===== src/rtl/jsu_pkg.sv =====
// Shared types and constants for the JSON string unescaper (UTF-8 in, UTF-16 out).
// Standalone package; imported by the decoder, the queue, the top level and the checker.
`default_nettype none

package jsu_pkg;

	// Status codes carried with each result word
	localparam logic [1:0] ST_UNIT  = 2'd0;
	localparam logic [1:0] ST_DONE  = 2'd1;
	localparam logic [1:0] ST_ERROR = 2'd2;

	localparam logic [15:0] REPLACEMENT = 16'hFFFD;
	localparam logic [7:0]  CH_QUOTE    = 8'h22;
	localparam logic [7:0]  CH_BSLASH   = 8'h5C;

	// Result queue geometry
	localparam int RQ_DEPTH = 4;
	localparam int RQ_AW    = $clog2(RQ_DEPTH);
	localparam int RQ_CW    = $clog2(RQ_DEPTH + 1);

	typedef enum logic [4:0] {
		PH_IDLE = 5'b00001,
		PH_BODY = 5'b00010,
		PH_ESC  = 5'b00100,
		PH_HEX  = 5'b01000,
		PH_UTF8 = 5'b10000
	} phase_t;

	typedef struct packed {
		phase_t      phase;
		logic [1:0]  pending;
		logic [20:0] accum;
		logic [15:0] hex;
		logic [2:0]  hexcnt;
	} jsu_state_t;

	localparam jsu_state_t IDLE_STATE = '{
		phase:   PH_IDLE,
		pending: 2'd0,
		accum:   21'd0,
		hex:     16'd0,
		hexcnt:  3'd0
	};

	typedef struct packed {
		logic [15:0] code_unit;
		logic [1:0]  status;
		logic        last;
	} jsu_result_t;

	// Results of one accepted byte, handed from the decoder to the queue
	typedef struct packed {
		logic [1:0]  count;
		jsu_result_t r0;
		jsu_result_t r1;
	} jsu_push_t;

endpackage

`default_nettype wire


===== src/rtl/jsu_if.sv =====
// Valid/ready channel interfaces for the byte input and the code-unit output.
// Standalone; no package needed.
`default_nettype none

interface jsu_byte_if;
	logic       valid;
	logic       ready;
	logic       kind;
	logic [7:0] text_byte;

	modport source (output valid, kind, text_byte, input ready);
	modport sink   (input valid, kind, text_byte, output ready);
endinterface

interface jsu_unit_if;
	logic        valid;
	logic        ready;
	logic [15:0] code_unit;
	logic [1:0]  status;
	logic        last;

	modport source (output valid, code_unit, status, last, input ready);
	modport sink   (input valid, code_unit, status, last, output ready);
endinterface

`default_nettype wire


===== src/rtl/jsu_decode.sv =====
// Parser state register and combinational decode of one input word into 0..2 results.
// Depends on jsu_pkg.
`default_nettype none

module jsu_decode
	import jsu_pkg::*;
(
	input  wire logic       clk,
	input  wire logic       arst_n,
	input  wire logic       accept,
	input  wire logic       kind,
	input  wire logic [7:0] text_byte,
	output jsu_push_t       push
);

	localparam logic [7:0] CH_SLASH = 8'h2F;
	localparam logic [7:0] CH_LC_B  = 8'h62;
	localparam logic [7:0] CH_LC_F  = 8'h66;
	localparam logic [7:0] CH_LC_N  = 8'h6E;
	localparam logic [7:0] CH_LC_R  = 8'h72;
	localparam logic [7:0] CH_LC_T  = 8'h74;
	localparam logic [7:0] CH_LC_U  = 8'h75;

	typedef struct packed {
		logic        emit;
		logic [15:0] unit;
		logic [1:0]  status;
		jsu_state_t  st;
	} body_t;

	jsu_state_t st_q;
	jsu_state_t nxt;
	jsu_result_t r0, r1;
	logic [1:0] n;

	// Plain string body byte, starting from the given state
	function automatic body_t body_step(jsu_state_t base, logic [7:0] b);
		body_t o;
		o.emit   = 1'b0;
		o.unit   = 16'd0;
		o.status = ST_UNIT;
		o.st     = base;
		if (b == CH_QUOTE) begin
			o.emit   = 1'b1;
			o.status = ST_DONE;
			o.st     = IDLE_STATE;
		end else if (b == CH_BSLASH) begin
			o.st.phase = PH_ESC;
		end else if (!b[7]) begin
			o.emit = 1'b1;
			o.unit = {8'h00, b};
		end else if (b[7:5] == 3'b110) begin
			o.st.accum   = {16'd0, b[4:0]};
			o.st.pending = 2'd1;
			o.st.phase   = PH_UTF8;
		end else if (b[7:4] == 4'b1110) begin
			o.st.accum   = {17'd0, b[3:0]};
			o.st.pending = 2'd2;
			o.st.phase   = PH_UTF8;
		end else if (b[7:3] == 5'b11110) begin
			o.st.accum   = {18'd0, b[2:0]};
			o.st.pending = 2'd3;
			o.st.phase   = PH_UTF8;
		end else begin
			o.emit = 1'b1;
			o.unit = REPLACEMENT;
		end
		return o;
	endfunction

	// {valid, digit}
	function automatic logic [4:0] hex_digit(logic [7:0] b);
		logic [7:0] d;
		d = 8'd0;
		if (b inside {[8'h30:8'h39]}) begin
			d = b - 8'h30;
			return {1'b1, d[3:0]};
		end else if (b inside {[8'h61:8'h66]}) begin
			d = b - 8'h57;
			return {1'b1, d[3:0]};
		end else if (b inside {[8'h41:8'h46]}) begin
			d = b - 8'h37;
			return {1'b1, d[3:0]};
		end
		return 5'd0;
	endfunction

	body_t       bs;
	jsu_state_t  base;
	logic [4:0]  hd;
	logic [15:0] hex_new;
	logic [2:0]  hcnt_new;
	logic [20:0] acc_new;
	logic [20:0] v;
	logic [1:0]  pend_new;
	logic [15:0] esc_unit;
	logic        esc_ok;

	always_comb begin
		nxt      = st_q;
		n        = 2'd0;
		r0       = '0;
		r1       = '0;
		base     = st_q;
		base.phase   = PH_BODY;
		base.pending = 2'd0;
		base.accum   = 21'd0;
		bs       = body_step(st_q, text_byte);
		hd       = hex_digit(text_byte);
		hex_new  = {st_q.hex[11:0], hd[3:0]};
		hcnt_new = st_q.hexcnt + 3'd1;
		acc_new  = {st_q.accum[14:0], text_byte[5:0]};
		v        = acc_new - 21'h10000;
		pend_new = st_q.pending - 2'd1;
		esc_unit = 16'd0;
		esc_ok   = 1'b1;

		if (kind) begin
			// End of text: flush an open sequence as U+FFFD, then report error
			if (st_q.phase == PH_UTF8) begin
				r0 = '{code_unit: REPLACEMENT, status: ST_UNIT, last: 1'b0};
				r1 = '{code_unit: 16'd0, status: ST_ERROR, last: 1'b1};
				n  = 2'd2;
			end else begin
				r0 = '{code_unit: 16'd0, status: ST_ERROR, last: 1'b1};
				n  = 2'd1;
			end
			nxt = IDLE_STATE;
		end else begin
			case (st_q.phase)
				PH_BODY: begin
					nxt = bs.st;
					if (bs.emit) begin
						r0 = '{code_unit: bs.unit, status: bs.status, last: 1'b1};
						n  = 2'd1;
					end
				end
				PH_ESC: begin
					case (text_byte)
						CH_QUOTE:  esc_unit = 16'h0022;
						CH_BSLASH: esc_unit = 16'h005C;
						CH_SLASH:  esc_unit = 16'h002F;
						CH_LC_B:   esc_unit = 16'h0008;
						CH_LC_F:   esc_unit = 16'h000C;
						CH_LC_N:   esc_unit = 16'h000A;
						CH_LC_R:   esc_unit = 16'h000D;
						CH_LC_T:   esc_unit = 16'h0009;
						default:   esc_ok   = 1'b0;
					endcase
					if (text_byte == CH_LC_U) begin
						nxt.phase  = PH_HEX;
						nxt.hex    = 16'd0;
						nxt.hexcnt = 3'd0;
					end else if (esc_ok) begin
						r0        = '{code_unit: esc_unit, status: ST_UNIT, last: 1'b1};
						n         = 2'd1;
						nxt.phase = PH_BODY;
					end else begin
						r0  = '{code_unit: 16'd0, status: ST_ERROR, last: 1'b1};
						n   = 2'd1;
						nxt = IDLE_STATE;
					end
				end
				PH_HEX: begin
					if (!hd[4]) begin
						r0  = '{code_unit: 16'd0, status: ST_ERROR, last: 1'b1};
						n   = 2'd1;
						nxt = IDLE_STATE;
					end else if (hcnt_new[2]) begin
						r0         = '{code_unit: hex_new, status: ST_UNIT, last: 1'b1};
						n          = 2'd1;
						nxt.hex    = 16'd0;
						nxt.hexcnt = 3'd0;
						nxt.phase  = PH_BODY;
					end else begin
						nxt.hex    = hex_new;
						nxt.hexcnt = hcnt_new;
					end
				end
				PH_UTF8: begin
					if (text_byte[7:6] == 2'b10) begin
						nxt.pending = pend_new;
						if (pend_new == 2'd0) begin
							nxt.accum = 21'd0;
							nxt.phase = PH_BODY;
							if (acc_new[20:16] == 5'd0) begin
								r0 = '{code_unit: acc_new[15:0], status: ST_UNIT, last: 1'b1};
								n  = 2'd1;
							end else begin
								r0 = '{code_unit: 16'hD800 + {5'd0, v[20:10]},
									status: ST_UNIT, last: 1'b0};
								r1 = '{code_unit: {6'b110111, v[9:0]},
									status: ST_UNIT, last: 1'b1};
								n  = 2'd2;
							end
						end else begin
							nxt.accum = acc_new;
						end
					end else begin
						// Broken sequence: replacement, then rerun the byte as body
						bs  = body_step(base, text_byte);
						nxt = bs.st;
						r0  = '{code_unit: REPLACEMENT, status: ST_UNIT, last: !bs.emit};
						if (bs.emit) begin
							r1 = '{code_unit: bs.unit, status: bs.status, last: 1'b1};
							n  = 2'd2;
						end else begin
							n  = 2'd1;
						end
					end
				end
				default: begin
					if (text_byte == CH_QUOTE) begin
						nxt       = IDLE_STATE;
						nxt.phase = PH_BODY;
					end else begin
						r0  = '{code_unit: 16'd0, status: ST_ERROR, last: 1'b1};
						n   = 2'd1;
						nxt = IDLE_STATE;
					end
				end
			endcase
		end
	end

	always_ff @(posedge clk or negedge arst_n) begin
		if (!arst_n) begin
			st_q <= IDLE_STATE;
		end else if (accept) begin
			st_q <= nxt;
		end
	end

	assign push.count = accept ? n : 2'd0;
	assign push.r0    = r0;
	assign push.r1    = r1;

endmodule

`default_nettype wire


===== src/rtl/jsu_fifo.sv =====
// Small result queue: takes up to two words per cycle, hands out one while units.ready is high.
// Depends on jsu_pkg and jsu_unit_if.
`default_nettype none

module jsu_fifo
	import jsu_pkg::*;
(
	input  wire logic   clk,
	input  wire logic   arst_n,
	input  jsu_push_t   push,
	output logic        space,
	jsu_unit_if.source  units
);

	jsu_result_t          mem_q [RQ_DEPTH];
	logic [RQ_AW-1:0]     wr_q;
	logic [RQ_AW-1:0]     rd_q;
	logic [RQ_CW-1:0]     cnt_q;
	logic                 pop;
	jsu_result_t          head;

	assign pop   = units.valid & units.ready;
	// Keep room for the worst case of one input word
	assign space = cnt_q <= RQ_CW'(RQ_DEPTH - 2);

	always_ff @(posedge clk) begin
		if (push.count != 2'd0) begin
			mem_q[wr_q] <= push.r0;
		end
		if (push.count == 2'd2) begin
			mem_q[wr_q + RQ_AW'(1)] <= push.r1;
		end
	end

	always_ff @(posedge clk or negedge arst_n) begin
		if (!arst_n) begin
			wr_q  <= '0;
			rd_q  <= '0;
			cnt_q <= '0;
		end else begin
			wr_q  <= wr_q + RQ_AW'(push.count);
			rd_q  <= rd_q + RQ_AW'(pop);
			cnt_q <= cnt_q + RQ_CW'(push.count) - RQ_CW'(pop);
		end
	end

	assign head            = mem_q[rd_q];
	assign units.valid     = cnt_q != '0;
	assign units.code_unit = head.code_unit;
	assign units.status    = head.status;
	assign units.last      = head.last;

endmodule

`default_nettype wire


===== src/rtl/json_string_utf8_to_utf16.sv =====
// Top level of the JSON string unescaper: byte channel in, UTF-16 code-unit channel out.
// Depends on jsu_pkg, jsu_if, jsu_decode and jsu_fifo.
//
// Usage:
//   bytes : one word per JSON text byte (kind = 0) or an end-of-text marker (kind = 1).
//           Taken at a rising edge with bytes.valid and bytes.ready both high.
//   units : result words. status 0 carries a UTF-16 code unit, status 1 reports a
//           closed string, status 2 a parse error. last marks the final word caused
//           by one input word; a surrogate pair or a replacement plus a reparsed byte
//           gives two words, escape prefixes and open UTF-8 sequences give none.
// Results go into the queue as their input word is taken and appear on units in order.
// Throughput: one input word per cycle while bytes.ready is high. The decoder works
//   on the byte in the cycle it is taken and writes its results into a four-word queue;
//   bytes.ready drops while the queue has fewer than two free words, so a run of
//   two-word results is held to the output rate of one word per cycle at most.
// Reset: arst_n clears the parser to idle (waiting for an opening quote) and empties
//   the queue; no result is pending after reset.
// Stall: while units.ready is low the head word holds; the queue absorbs up to two
//   more input words before bytes.ready falls.
`default_nettype none

module json_string_utf8_to_utf16
	import jsu_pkg::*;
(
	input  wire logic  clk,
	input  wire logic  arst_n,
	jsu_byte_if.sink   bytes,
	jsu_unit_if.source units
);

	logic      accept;
	logic      space;
	jsu_push_t push;

	// Take a word only when the queue can hold its worst-case two results
	assign bytes.ready = space;
	assign accept      = bytes.valid & space;

	// Decode the byte and advance the parser state
	jsu_decode u_decode (
		.clk       (clk),
		.arst_n    (arst_n),
		.accept    (accept),
		.kind      (bytes.kind),
		.text_byte (bytes.text_byte),
		.push      (push)
	);

	// Buffer results and hand them out one per cycle while units.ready is high
	jsu_fifo u_fifo (
		.clk    (clk),
		.arst_n (arst_n),
		.push   (push),
		.space  (space),
		.units  (units)
	);

endmodule

`default_nettype wire


===== src/flat_wrapper.sv =====
// flat-port wrapper written by rule: the top's interface ports become plain ports
module json_string_utf8_to_utf16_flat import jsu_pkg::*;
  (clk, arst_n, bytes_valid, bytes_kind, bytes_text_byte, bytes_ready, units_valid, units_code_unit, units_status, units_last, units_ready);
  jsu_byte_if bytes_i ();
  jsu_unit_if units_i ();
  input  wire logic clk;
  input  wire logic arst_n;
  input wire logic [$bits(bytes_i.valid)-1:0] bytes_valid;
  input wire logic [$bits(bytes_i.kind)-1:0] bytes_kind;
  input wire logic [$bits(bytes_i.text_byte)-1:0] bytes_text_byte;
  output wire logic [$bits(bytes_i.ready)-1:0] bytes_ready;
  output wire logic [$bits(units_i.valid)-1:0] units_valid;
  output wire logic [$bits(units_i.code_unit)-1:0] units_code_unit;
  output wire logic [$bits(units_i.status)-1:0] units_status;
  output wire logic [$bits(units_i.last)-1:0] units_last;
  input wire logic [$bits(units_i.ready)-1:0] units_ready;
  assign bytes_i.valid = bytes_valid;
  assign bytes_i.kind = bytes_kind;
  assign bytes_i.text_byte = bytes_text_byte;
  assign bytes_ready = bytes_i.ready;
  assign units_valid = units_i.valid;
  assign units_code_unit = units_i.code_unit;
  assign units_status = units_i.status;
  assign units_last = units_i.last;
  assign units_i.ready = units_ready;
  json_string_utf8_to_utf16 u_core (.clk(clk), .arst_n(arst_n), .bytes(bytes_i), .units(units_i));
endmodule

===== config.mk =====
export PLATFORM = sky130hd
export DESIGN_NAME = json_string_utf8_to_utf16_flat
export DESIGN_NICKNAME = d
export VERILOG_FILES = /design/src/rtl/jsu_pkg.sv /design/src/rtl/jsu_if.sv /design/src/rtl/jsu_decode.sv /design/src/rtl/jsu_fifo.sv /design/src/rtl/json_string_utf8_to_utf16.sv /design/src/flat_wrapper.sv
export SDC_FILE = /design/constraint.sdc
export NUM_CORES = 1
export LEC_CHECK = 0
export ABC_CLOCK_PERIOD_IN_PS = 8000
export BUFFER_PORTS_ARGS = -buffer_cell sky130_fd_sc_hd__buf_2
export CELL_PAD_IN_SITES_DETAIL_PLACEMENT = 0
export CELL_PAD_IN_SITES_GLOBAL_PLACEMENT = 1
export CORE_MARGIN = 1
export CORE_UTILIZATION = 53
export DETAILED_ROUTE_END_ITERATION = 16
export PLACE_DENSITY_LB_ADDON = 0.1
export SLEW_MARGIN = 10
export SYNTH_ARGS = -nofsm -noshare
export SYNTH_HDL_FRONTEND = slang
export SYNTH_SLANG_ARGS = --single-unit

===== constraint.sdc =====
create_clock -name clk -period 8 [get_ports clk]
set_input_delay 1.6 -clock clk [delete_from_list [all_inputs] [get_ports clk]]
set_output_delay 1.6 -clock clk [all_outputs]
set_load 0.1 [all_outputs]

==> results of run 1 <==
cells by family after synthesis:
family | count (synthesis) | synth area share [%]
simple gates | 237 | 16.23
compound gates | 219 | 20.79
flops | 120 | 47.61
buf+inv | 68 | 4.453
mux | 29 | 7.534
fa+ha+maj | 13 | 2.394
xor+xnor | 8 | 0.9858
worst max path at each step:
stage,endpoint,start,slack (ns),cells after the start
3_3_place_gp,u_core.u_fifo.cnt_q[2]$_DFF_PN0_,bytes_text_byte[0],3.07,16
4_1_cts,u_core.u_fifo.cnt_q[2]$_DFF_PN0_,bytes_text_byte[0],3.40,16
3_5_place_dp,u_core.u_fifo.cnt_q[2]$_DFF_PN0_,bytes_text_byte[0],2.98,15
5_1_grt,u_core.u_fifo.cnt_q[2]$_DFF_PN0_,bytes_text_byte[0],3.14,16
6_report,u_core.u_fifo.cnt_q[2]$_DFF_PN0_,bytes_text_byte[0],3.35,15
2_1_floorplan,u_core.u_fifo.mem_q[0][0]$_DFFE_PP_,bytes_text_byte[0],2.49,9
state kept, by name, summed over array words and instances (netlist names):
signal / cells
u_core.u_fifo.mem_q: 76
u_core.u_decode.acc_new: 15
u_core.u_decode.base: 15
u_core.u_decode.st_q: 7
u_core.u_fifo.cnt_q: 3
u_core.u_fifo.rd_q: 2
u_core.u_fifo.wr_q: 2
layout by cell type (no fill, tap or decap), types with 4 or more instances in the layout:
master     synthesis  layout
a211o_1           10      10
a21oi_1           73      73
a22o_1            22      22
a31oi_1            4       4
a32o_1             4       4
and2_1             7       7
and3_1             4       4
buf_2             10      33
buf_4              7       8
bufinv_16          0       5
clkbuf_16          0      17
dfrtp_1           43      43
edfxtp_1          76      76
ha_1              12      12
inv_1             18      18
mux2_2             4       4
mux2i_1            4       4
mux4_2            19      19
nand2_1           71      71
nand3_1           17      17
nand4_1            5       5
nor2_1            84      84
nor2b_1            4       4
nor3_1            10       9
o211ai_1           7       7
o21a_1             7       7
o21ai_0           43      43
o22ai_1            6       5
o2bb2ai_1          6       6
o31ai_1            5       4
or2_2              4       4
xor2_1             5       5
report_power, final:
group          switching (W)  leakage, nW  internal (W)  total, W
Combinational       0.000664         1.58      0.000192  0.000856
Sequential         0.0000580         1.28      0.000728  0.000786
Clock               0.000286        0.307      0.000555  0.000840
Total                0.00101         3.17       0.00147   0.00248
layer usage:
| metal | vias to the layer above | GRT usage (%) | wire length [microns] |
|---|---|---|---|
| met5 | - | 0 | 0 |
| met4 | 0 | 13.54 | 716 |
| met3 | 60 | 5.281 | 1501 |
| met2 | 333 | 50.15 | 10000 |
| met1 | 2872 | 42.12 | 8726 |
| li1 | 2630 | - | - |
area by class of cell:
| type | count | area [sq um] |
|---|---|---|
| flip-flops and latches | 120 | 3385 |
| well taps | 172 | 215.2 |
| clock buffers | 18 | 429.2 |
| repair buffers | 41 | 225.2 |
| multi-input cells | 506 | 3457 |
| clock inverters | 14 | 221.5 |
| fillers | 1051 | 4825 |
| inverters | 18 | 67.56 |
metrics by stage:
stage                     util, %  hold slack (ns)  std cells  setup WS (ns)  area [sq um]
after floorplan                 -           0.4620        694          2.493          7108
after global placement      57.27           0.4754        857          3.074          7345
after detailed placement    57.27           0.4810        857          2.979          7345
after CTS                   62.34           0.4940        889          3.402          7995
after global routing        62.38           0.5214        889          3.140          8000
final                       62.38           0.4881        889          3.354          8000
==> summary.txt, run 1 <==
Htree depth: 4
Crit Path Class: input pin to register
Number of synthesized flops with an enable pin: 76
Antenna-violating nets left: 0
Initial antenna violation count: 0
DR iter-0 viols: 766
Vias in the first global route: 5712
Cell count of the worst hold path: 1
Worst path max stage delay: 0.56 ns
Max-cap violations: 0
Fin. Hold Viols: 0
Ys flop type: edfxtp_1
CP Data Arrival Time: 4.94 ns
# IOs: 34
Root Driver: clkbuf_16
Synth top area share: 32.11%
Worst clock skew: 0.008504 ns
Post-Synthesis Cells: 694
Core Area: 12820 sq um
Chip height: 117.8 microns
Count leader, synth: nor2_1
CP Capture Type: register
PostCTS Resize Cnt: 0
Row cnt: 41
Synth warn: 0
Commonest cells in the netlist: 84 x nor2_1, 76 x edfxtp_1, 73 x a21oi_1, 71 x nand2_1
Min Tclk post-route: 4.646 ns
DRT Pass-1 Iters: 6
Slew HR: 19.54%
Starting Density: 55.42%
Cell variety after synth: 84
Data required time of the critical path: 8.30 ns
Total Neg Setup Slack: 0 ns
Cell family with most CP delay: simple AND/OR/NAND/NOR gates
Leakage dissipation: 3.173 nW
Avg Inst Size Synth: 10.24 sq um
Drt wl/cell: 23.56 microns
Worst slew pin tran: 1.207 ns
Status: complete, no violations
Period utilisation layout: 58.08%
Slowest cell on the critical path: or4_4
Min-delay src: u_core.u_decode.st_q[41]$_DFFE_PN0P_
RR Startpoint: u_core.u_decode.st_q[46]$_DFFE_PN0P_
R2R depth: 13
Syn-to-layout area delta: 12.55%
DR vias/cell: 6.631
Hold endpoint: u_core.u_decode.st_q[41]$_DFFE_PN0P_
Clock Sink Count: 120
Async set-reset flop share out of synthesis: 36.67%
Layout cells sized above 1: 17.29%
CTS Hold Bufs: 0
Synthesized Nets: 720
Clock transition at path regs: 0.06 ns
Largest net degree at the start of global routing: 45
Reg2reg end: u_core.u_fifo.cnt_q[2]$_DFF_PN0_
First-pass GRT wire length: 32650 microns
Hold/Removal Path Class: register to register
Max Freq: 215.2 MHz
Postcts setup bufs: 0
Final setup viols: 0
Yosys reg bits: 120
Port Buffers: 33
Final max-slew violation count: 0
Longest Clk Path Bufs: 2
Die width: 117.8 microns
Ant diodes: 0
VDD IR max: 158.6 uV
Post-synth top area cell: edfxtp_1
Clk Latency, worst-skew pair: 0.42 ns
Final nets: 730
Synth top area cells: edfxtp_1 32%, dfrtp_1 15%, mux4_2 6.0%
Mapped cell area: 7108 sq um
Routability Congestion: 1.026
Final WL: 20950 microns
GRT Residual Overflow: 0
RSZ-0062 raised after global routing: false
Number of buffers created by CTS: 17
WP buf/inv: 4
Startpoint Class: input pin
Sequential cell area fraction in the yosys report: 47.61%
Reg2Reg Setup Slack: 4.52 ns
DP Wirelength: 14510 microns
Die area: 13880 sq um
CP Max Fanout: 9
Tot Pwr: 0.002483 W
CP cell instances: buf_2, inv_1, ha_1, nor3b_2, nand4_1, o2bb2ai_1, or4_4, nand3_1, ha_1, inv_1, ha_1, inv_1, fa_1, xor2_1, xnor2_1
Post-route DRC: 0
Total number of vias: 5895
Power Density: 310.3 nW/um^2
Total GRT Usage: 31.34%
Clock tree from TritonCTS: done
No activity file was read; power rests on OpenSTA's default activity.
==> run 2, diff against run 1 <==
--- a/config.mk
+++ b/config.mk
@@ -5,12 +5,12 @@
 export SDC_FILE = /design/constraint.sdc
 export NUM_CORES = 1
 export LEC_CHECK = 0
-export ABC_CLOCK_PERIOD_IN_PS = 8000
+export ABC_CLOCK_PERIOD_IN_PS = 3900
 export BUFFER_PORTS_ARGS = -buffer_cell sky130_fd_sc_hd__buf_2
 export CELL_PAD_IN_SITES_DETAIL_PLACEMENT = 0
 export CELL_PAD_IN_SITES_GLOBAL_PLACEMENT = 1
 export CORE_MARGIN = 1
-export CORE_UTILIZATION = 53
+export CORE_UTILIZATION = 45
 export DETAILED_ROUTE_END_ITERATION = 16
 export PLACE_DENSITY_LB_ADDON = 0.1
 export SLEW_MARGIN = 10
==> constraint.sdc (replaced) <==
create_clock -name clk -period 3.9 [get_ports clk]
set_input_delay 0.78 -clock clk [delete_from_list [all_inputs] [get_ports clk]]
set_output_delay 0.78 -clock clk [all_outputs]
set_load 0.1 [all_outputs]
==> run 2 against run 1 <==
Net effect:
- register-to-register slack worse by 3.9 ns
- non-clock buffer count is 46 higher
- via count is 0.41% higher
- critical endpoint unchanged
- critical path type unchanged
- largest cell class unchanged
- power is 100% higher
- clock skew is 0.0022 ns lower
- sequential power is 100% higher
- sequential share of layout area is 1.8 points lower
- wire length is 3.8% higher
- hold slack better by 0.0074 ns
==> summary.txt, run 2 (same netlist as run 1, synthesis figures left out) <==
Cell family with most CP delay: adder cells (was simple AND/OR/NAND/NOR gates)
GRT Residual Overflow: 0 (unchanged)
Startpoint Class: input pin (unchanged)
CP Max Fanout: 7 (was 9)
Die area: 16300 sq um (was 13880 sq um)
Slowest cell on the critical path: or4_4 (unchanged)
Largest register FFs: 76 (unchanged)
Ant diodes: 0 (unchanged)
Largest net degree at the start of global routing: 45 (unchanged)
Min-delay src: u_core.u_decode.st_q[41]$_DFFE_PN0P_ (unchanged)
DR vias/cell: 6.077 (was 6.631)
Final setup viols: 0 (unchanged)
Initial antenna violation count: 0 (unchanged)
Starting Density: 46.41% (was 55.42%)
Layout cells sized above 1: 22.28% (was 17.29%)
Routability Congestion: 0.9209 (was 1.026)
Root Driver: clkbuf_16 (unchanged)
Power Density: 597.7 nW/um^2 (was 310.3 nW/um^2)
DP Wirelength: 15660 microns (was 14510 microns)
Htree depth: 4 (unchanged)
Clock Sink Count: 120 (unchanged)
Final WL: 21750 microns (was 20950 microns)
Die width: 127.7 microns (was 117.8 microns)
CP Capture Type: register (unchanged)
Number of buffers created by CTS: 17 (unchanged)
Total GRT Usage: 28.02% (was 31.34%)
CP cell instances: buf_2, inv_1, ha_1, o21bai_1, a21oi_1, or2_1, o2bb2ai_1, or4_4, nand3_1, ha_1, inv_1, ha_1, inv_1, fa_1, xor2_1, xnor2_1 (was buf_2, inv_1, ha_1, nor3b_2, nand4_1, o2bb2ai_1, or4_4, nand3_1, ha_1, inv_1, ha_1, inv_1, fa_1, xor2_1, xnor2_1)
Max Freq: 292.1 MHz
WP buf/inv: 4 (unchanged)
Fin. Hold Viols: 0 (unchanged)
Longest Clk Path Bufs: 2 (unchanged)
Worst clock skew: 0.006255 ns (was 0.008504 ns)
Slew HR: 25.44% (was 19.54%)
Clk Latency, worst-skew pair: 0.43 ns (was 0.42 ns)
Core Area: 15310 sq um (was 12820 sq um)
Max-cap violations: 0 (unchanged)
Total Neg Setup Slack: 0 ns (unchanged)
CTS Hold Bufs: 0 (unchanged)
Final max-slew violation count: 0 (unchanged)
DRT Pass-1 Iters: 7 (was 6)
# IOs: 34 (unchanged)
Final nets: 776 (was 730)
Data required time of the critical path: 4.21 ns (was 8.30 ns)
First-pass GRT wire length: 33710 microns (was 32650 microns)
Drt wl/cell: 22.33 microns (was 23.56 microns)
Period utilisation layout: 87.78%
PostCTS Resize Cnt: 0 (unchanged)
Crit Path Class: input pin to register (unchanged)
Clock tree from TritonCTS: done (unchanged)
CP Data Arrival Time: 3.74 ns (was 4.94 ns)
Final instance area: 8353 sq um (was 8000 sq um)
Worst path max stage delay: 0.55 ns (was 0.56 ns)
Commonest non-fill, non-tap cell in the layout: nor2_1 (unchanged)
Leakage dissipation: 3.385 nW (was 3.173 nW)
Clock transition at path regs: 0.06 ns (about the same)
Worst slew pin tran: 1.111 ns (was 1.207 ns)
Post-route DRC: 0 (unchanged)
Total number of vias: 5919 (was 5895)
Hold/Removal Path Class: register to register (unchanged)
VDD IR max: 466.1 uV (was 158.6 uV)
Worst Setup SP: bytes_text_byte[1] (was bytes_text_byte[0])
Row cnt: 45 (was 41)
Status: complete, no violations (unchanged)
Postcts setup bufs: 0 (unchanged)
RSZ-0062 raised after global routing: false (unchanged)
DR iter-0 viols: 523 (was 766)
Min Tclk post-route: 3.424 ns
Biggest register: u_core.u_fifo.mem_q (unchanged)
Vias in the first global route: 5805 (was 5712)
Antenna-violating nets left: 0 (unchanged)
RR Startpoint: u_core.u_decode.st_q[46]$_DFFE_PN0P_ (unchanged)
Chip height: 127.7 microns (was 117.8 microns)
Placed Area: 7754 sq um (was 7345 sq um)
Most frequent cells in the layout: 84 x nor2_1, 76 x edfxtp_1, 72 x a21oi_1, 71 x nand2_1, 54 x buf_4 (was 84 x nor2_1, 76 x edfxtp_1, 73 x a21oi_1, 71 x nand2_1)
Port Buffers: 33 (unchanged)
Syn-to-layout area delta: 17.51% (was 12.55%)
run 2: power by group:
part	internal [W]	switching [W]
Clock	0.00100	0.000604
Sequential	0.00149	0.000118
Combinational	0.000415	0.00136
Total	0.00291	0.00208
run 2: area by class of cell:
type / count / area [sq um]
multi-input combinational: 506 / 3467
timing repair buffer: 87 / 570.5
sequential: 120 / 3385
fill: 1416 / 6962
tap: 211 / 264.0
clock buffer: 17 / 425.4
clock inverter: 15 / 173.9
inverter: 18 / 67.56
run 2: layer usage:
layer	global-route usage [%]	vias to the layer above	share of wire, %
li1	-	2717	-
met1	37.27	2910	44
met2	45.29	243	47
met3	4.508	49	5.6
met4	12.66	0	3.2
met5	0	-	0
run 2: path summary, 6_finish.rpt:
kind	to	cells past startpoint	slack, ns
max	u_core.u_fifo.cnt_q[2]$_DFF_PN0_	16	0.48
min in group asynchronous	u_core.u_decode.acc_new[17]$_DFFE_PN0P_	1	0.52
min reg2reg	u_core.u_decode.st_q[41]$_DFFE_PN0P_	1	0.50
min	u_core.u_decode.st_q[41]$_DFFE_PN0P_	1	0.50
max in group asynchronous	u_core.u_fifo.cnt_q[1]$_DFF_PN0_	1	2.72
max reg2reg	u_core.u_fifo.cnt_q[2]$_DFF_PN0_	13	0.65
run 2: stage by stage:
stage,hold WS (ns),cells,worst slack [ns],power (W),util (%)
after global placement,0.4766,942,0.09796,0.003408,50.63
after CTS,0.4986,974,0.4755,0.005026,54.54
after detailed placement,0.4851,942,0.03218,0.003426,50.63
after floorplan,0.4642,694,0.1127,0.003113,-
after global routing,0.5164,974,0.2489,0.005160,54.54
final,0.4955,974,0.4765,0.004993,54.54
==> run 3, diff against run 2 <==
--- a/config.mk
+++ b/config.mk
@@ -5,12 +5,13 @@
 export SDC_FILE = /design/constraint.sdc
 export NUM_CORES = 1
 export LEC_CHECK = 0
-export ABC_CLOCK_PERIOD_IN_PS = 3900
+export ABC_CLOCK_PERIOD_IN_PS = 3300
 export BUFFER_PORTS_ARGS = -buffer_cell sky130_fd_sc_hd__buf_2
 export CELL_PAD_IN_SITES_DETAIL_PLACEMENT = 0
 export CELL_PAD_IN_SITES_GLOBAL_PLACEMENT = 1
+export CORE_ASPECT_RATIO = 0.6
 export CORE_MARGIN = 1
-export CORE_UTILIZATION = 45
+export CORE_UTILIZATION = 49
 export DETAILED_ROUTE_END_ITERATION = 16
 export PLACE_DENSITY_LB_ADDON = 0.1
 export SLEW_MARGIN = 10
==> constraint.sdc (replaced) <==
create_clock -name clk -period 3.3 [get_ports clk]
set_input_delay 0.66 -clock clk [delete_from_list [all_inputs] [get_ports clk]]
set_output_delay 0.66 -clock clk [all_outputs]
set_load 0.1 [all_outputs]
==> run 3 against run 2 <==
Net effect:
- final area increased by 6.3%
- count of clock-buffer cells in the layout increased by 1
- sequential power increased by 15%
- setup slack got worse by 0.45 ns
- die area decreased by 7.9%
- utilization increased by 9.3 points
- critical endpoint unchanged
- largest power group unchanged
==> summary.txt, run 3 (same netlist as run 1, synthesis figures left out) <==
Status: complete, no violations (unchanged)
Largest net degree at the start of global routing: 45 (unchanged)
Max Freq: 305.8 MHz
Final WL: 23400 microns (was 21750 microns)
Commonest non-fill, non-tap cell in the layout: buf_4 (was nor2_1)
Worst path max stage delay: 0.59 ns (was 0.55 ns)
Ant diodes: 0 (unchanged)
Internal: 0.003416 W (was 0.002909 W)
CP Data Arrival Time: 3.56 ns (was 3.74 ns)
Drt wl/cell: 23.21 microns (was 22.33 microns)
Die area: 15010 sq um (was 16300 sq um)
Die width: 157.5 microns (was 127.7 microns)
Antenna-violating nets left: 0 (unchanged)
Final max-slew violation count: 0 (unchanged)
R2R depth: 12 (was 13)
Vias in the first global route: 5961 (was 5805)
Core Area: 13910 sq um (was 15310 sq um)
Slew HR: 32.15% (was 25.44%)
Total number of vias: 6308 (was 5919)
Port Buffers: 33 (unchanged)
Row cnt: 33 (was 45)
CP Capture Type: register (unchanged)
Biggest register: u_core.u_fifo.mem_q (unchanged)
Leakage dissipation: 3.672 nW (was 3.385 nW)
Chip height: 95.30 microns (was 127.7 microns)
Layout cells sized above 1: 29.41% (was 22.28%)
Final nets: 829 (was 776)
Post-route DRC: 0 (unchanged)
Switching share of power: 43.10% (was 41.73%)
Crit Path Class: input pin to register (unchanged)
DP Wirelength: 17280 microns (was 15660 microns)
Setup ws final: 0.03025 ns (was 0.4765 ns)
Final setup viols: 0 (unchanged)
Syn-to-layout area delta: 24.91% (was 17.51%)
Routability Congestion: 1.039 (was 0.9209)
Reg2Reg Setup Slack: 0.06 ns (was 0.65 ns)
Most frequent cells in the layout: 102 x buf_4, 83 x nor2_1, 76 x edfxtp_1, 71 x nand2_1, 71 x a21oi_1 (was 84 x nor2_1, 76 x edfxtp_1, 72 x a21oi_1, 71 x nand2_1, 54 x buf_4)
Clock tree from TritonCTS: done (unchanged)
Initial antenna violation count: 0 (unchanged)
Startpoint Class: input pin (unchanged)
Clk Latency, worst-skew pair: 0.42 ns (was 0.43 ns)
Longest Clk Path Bufs: 2 (unchanged)
GRT Residual Overflow: 0 (unchanged)
Clock Sink Count: 120 (unchanged)
Min Tclk post-route: 3.270 ns
Starting Density: 51.08% (was 46.41%)
Worst slew pin tran: 1.018 ns (was 1.111 ns)
DR vias/cell: 6.258 (was 6.077)
Comb pwr share: 39.2% (was 35.6%)
CP most frequent cell: ha_4
CP cell instances: buf_2, buf_6, and3_4, a2111oi_4, or2_1, o2bb2ai_2, or4_4, nand3_4, ha_4, inv_4, ha_4, inv_2, fa_2, xor2_2, xnor2_1 (was buf_2, inv_1, ha_1, o21bai_1, a21oi_1, or2_1, o2bb2ai_1, or4_4, nand3_1, ha_1, inv_1, ha_1, inv_1, fa_1, xor2_1, xnor2_1)
Largest register FFs: 76 (unchanged)
First-pass GRT wire length: 35420 microns (was 33710 microns)
Period utilisation layout: 99.08%
Clock transition at path regs: 0.06 ns (about the same)
Data required time of the critical path: 3.59 ns (was 4.21 ns)
RR Startpoint: u_core.u_decode.st_q[42]$_DFFE_PN1P_ (was u_core.u_decode.st_q[46]$_DFFE_PN0P_)
Net Sw Power: 0.002587 W (was 0.002084 W)
Total GRT Usage: 32.93% (was 28.02%)
Slowest cell on the critical path: or4_4 (unchanged)
VDD IR max: 915.6 uV (was 466.1 uV)
Pre-CTS WS: -0.2752 ns (was 0.03218 ns)
Sequential share of power: 30.8% (was 32.2%)
Power Density: 676.2 nW/um^2 (was 597.7 nW/um^2)
Hold/Removal Path Class: input pin to async pin (was register to register)
# IOs: 34 (unchanged)
Clock share of power: 30.0% (was 32.2%)
CTS Hold Bufs: 0 (unchanged)
Reg2reg end: u_core.u_fifo.cnt_q[2]$_DFF_PN0_ (unchanged)
Worst clock skew: 0.01032 ns (was 0.006255 ns)
DR iter-0 viols: 637 (was 523)
Number of buffers created by CTS: 17 (unchanged)
Fin. Hold Viols: 0 (unchanged)
Max-cap violations: 0 (unchanged)
Total Neg Setup Slack: 0 ns (unchanged)
Htree depth: 4 (unchanged)
Root Driver: clkbuf_16 (unchanged)
CP Max Fanout: 6 (was 7)
DRT Pass-1 Iters: 6 (was 7)
-- run 3: cell count changes in the layout (fill, tap and decap cells not counted), sizes merged --
cell / delta
clkbuf: +1
clkinv: +3
buf: +53
clkinvlp: -3
inv: +1
bufinv: -2
-- run 3: routing by layer --
| metal | routed length, microns | GRT usage (%) |
|---|---|---|
| met1 | 10810 | 49.42 |
| met2 | 9787 | 45.50 |
| met3 | 2514 | 10.05 |
| met4 | 289 | 8.738 |
| met5 | 0 | 0 |
-- run 3: what timing repair did --
action / CTS / global route
endpoints found under the setup margin: 0 / 31
buffers inserted: 0 / 5
gates resized for setup: 0 / 26
-- run 3: area by class of cell --
class,count,area (sq um)
Sequential cell,120,3386
Inverter,18,72.57
Clock buffer,18,429.2
Multi-Input combinational cell,506,3582
Clock inverter,14,140.1
Tap cell,192,240.2
Timing Repair Buffer,140,1028
Fill cell,1152,5036
-- run 3: how the worst max path moves through the flow --
stage	cells past startpoint	end	slack, ns	start
floorplan	5	u_core.u_fifo.mem_q[1][0]$_DFFE_PP_	-0.19	u_core.u_fifo.cnt_q[1]$_DFF_PN0_
global placement	16	u_core.u_fifo.cnt_q[2]$_DFF_PN0_	-0.19	bytes_text_byte[1]
detailed placement	16	u_core.u_fifo.cnt_q[2]$_DFF_PN0_	-0.28	bytes_text_byte[1]
CTS	13	u_core.u_fifo.cnt_q[2]$_DFF_PN0_	0.12	u_core.u_decode.st_q[46]$_DFFE_PN0P_
global route	15	u_core.u_fifo.cnt_q[2]$_DFF_PN0_	-0.05	bytes_text_byte[1]
finish	15	u_core.u_fifo.cnt_q[2]$_DFF_PN0_	0.03	bytes_text_byte[1]
-- run 3: through the flow --
step	instance area, sq um	util (%)	hold slack, ns	std cells	power [W]
4_1_cts	8712	62.61	0.4383	1003	0.005939
5_1_grt	8879	63.81	0.4856	1008	0.006195
3_3_place_gp	8143	58.52	0.4777	971	0.004127
2_1_floorplan	7167	-	0.3644	694	0.003698
6_report	8879	63.81	0.4184	1008	0.006004
3_5_place_dp	8143	58.52	0.4835	971	0.004161
-- run 3: critical path: cells and delay by family --
family / cells / cell delay (ns)
buf+inv: 4 / 0.35
fa+ha+maj: 3 / 0.74
compound gates: 2 / 0.43
xor+xnor: 2 / 0.30
simple gates: 4 / 1.08
-- run 3: power groups by stage --
stage / sequential [W] / clock (W) / combinational [W]
floorplan: 0.00183 / 0 / 0.00187
detailed placement: 0.00188 / 0 / 0.00228
global placement: 0.00187 / 0 / 0.00226
finish: 0.00185 / 0.00180 / 0.00235
CTS: 0.00185 / 0.00180 / 0.00229
global route: 0.00187 / 0.00187 / 0.00246
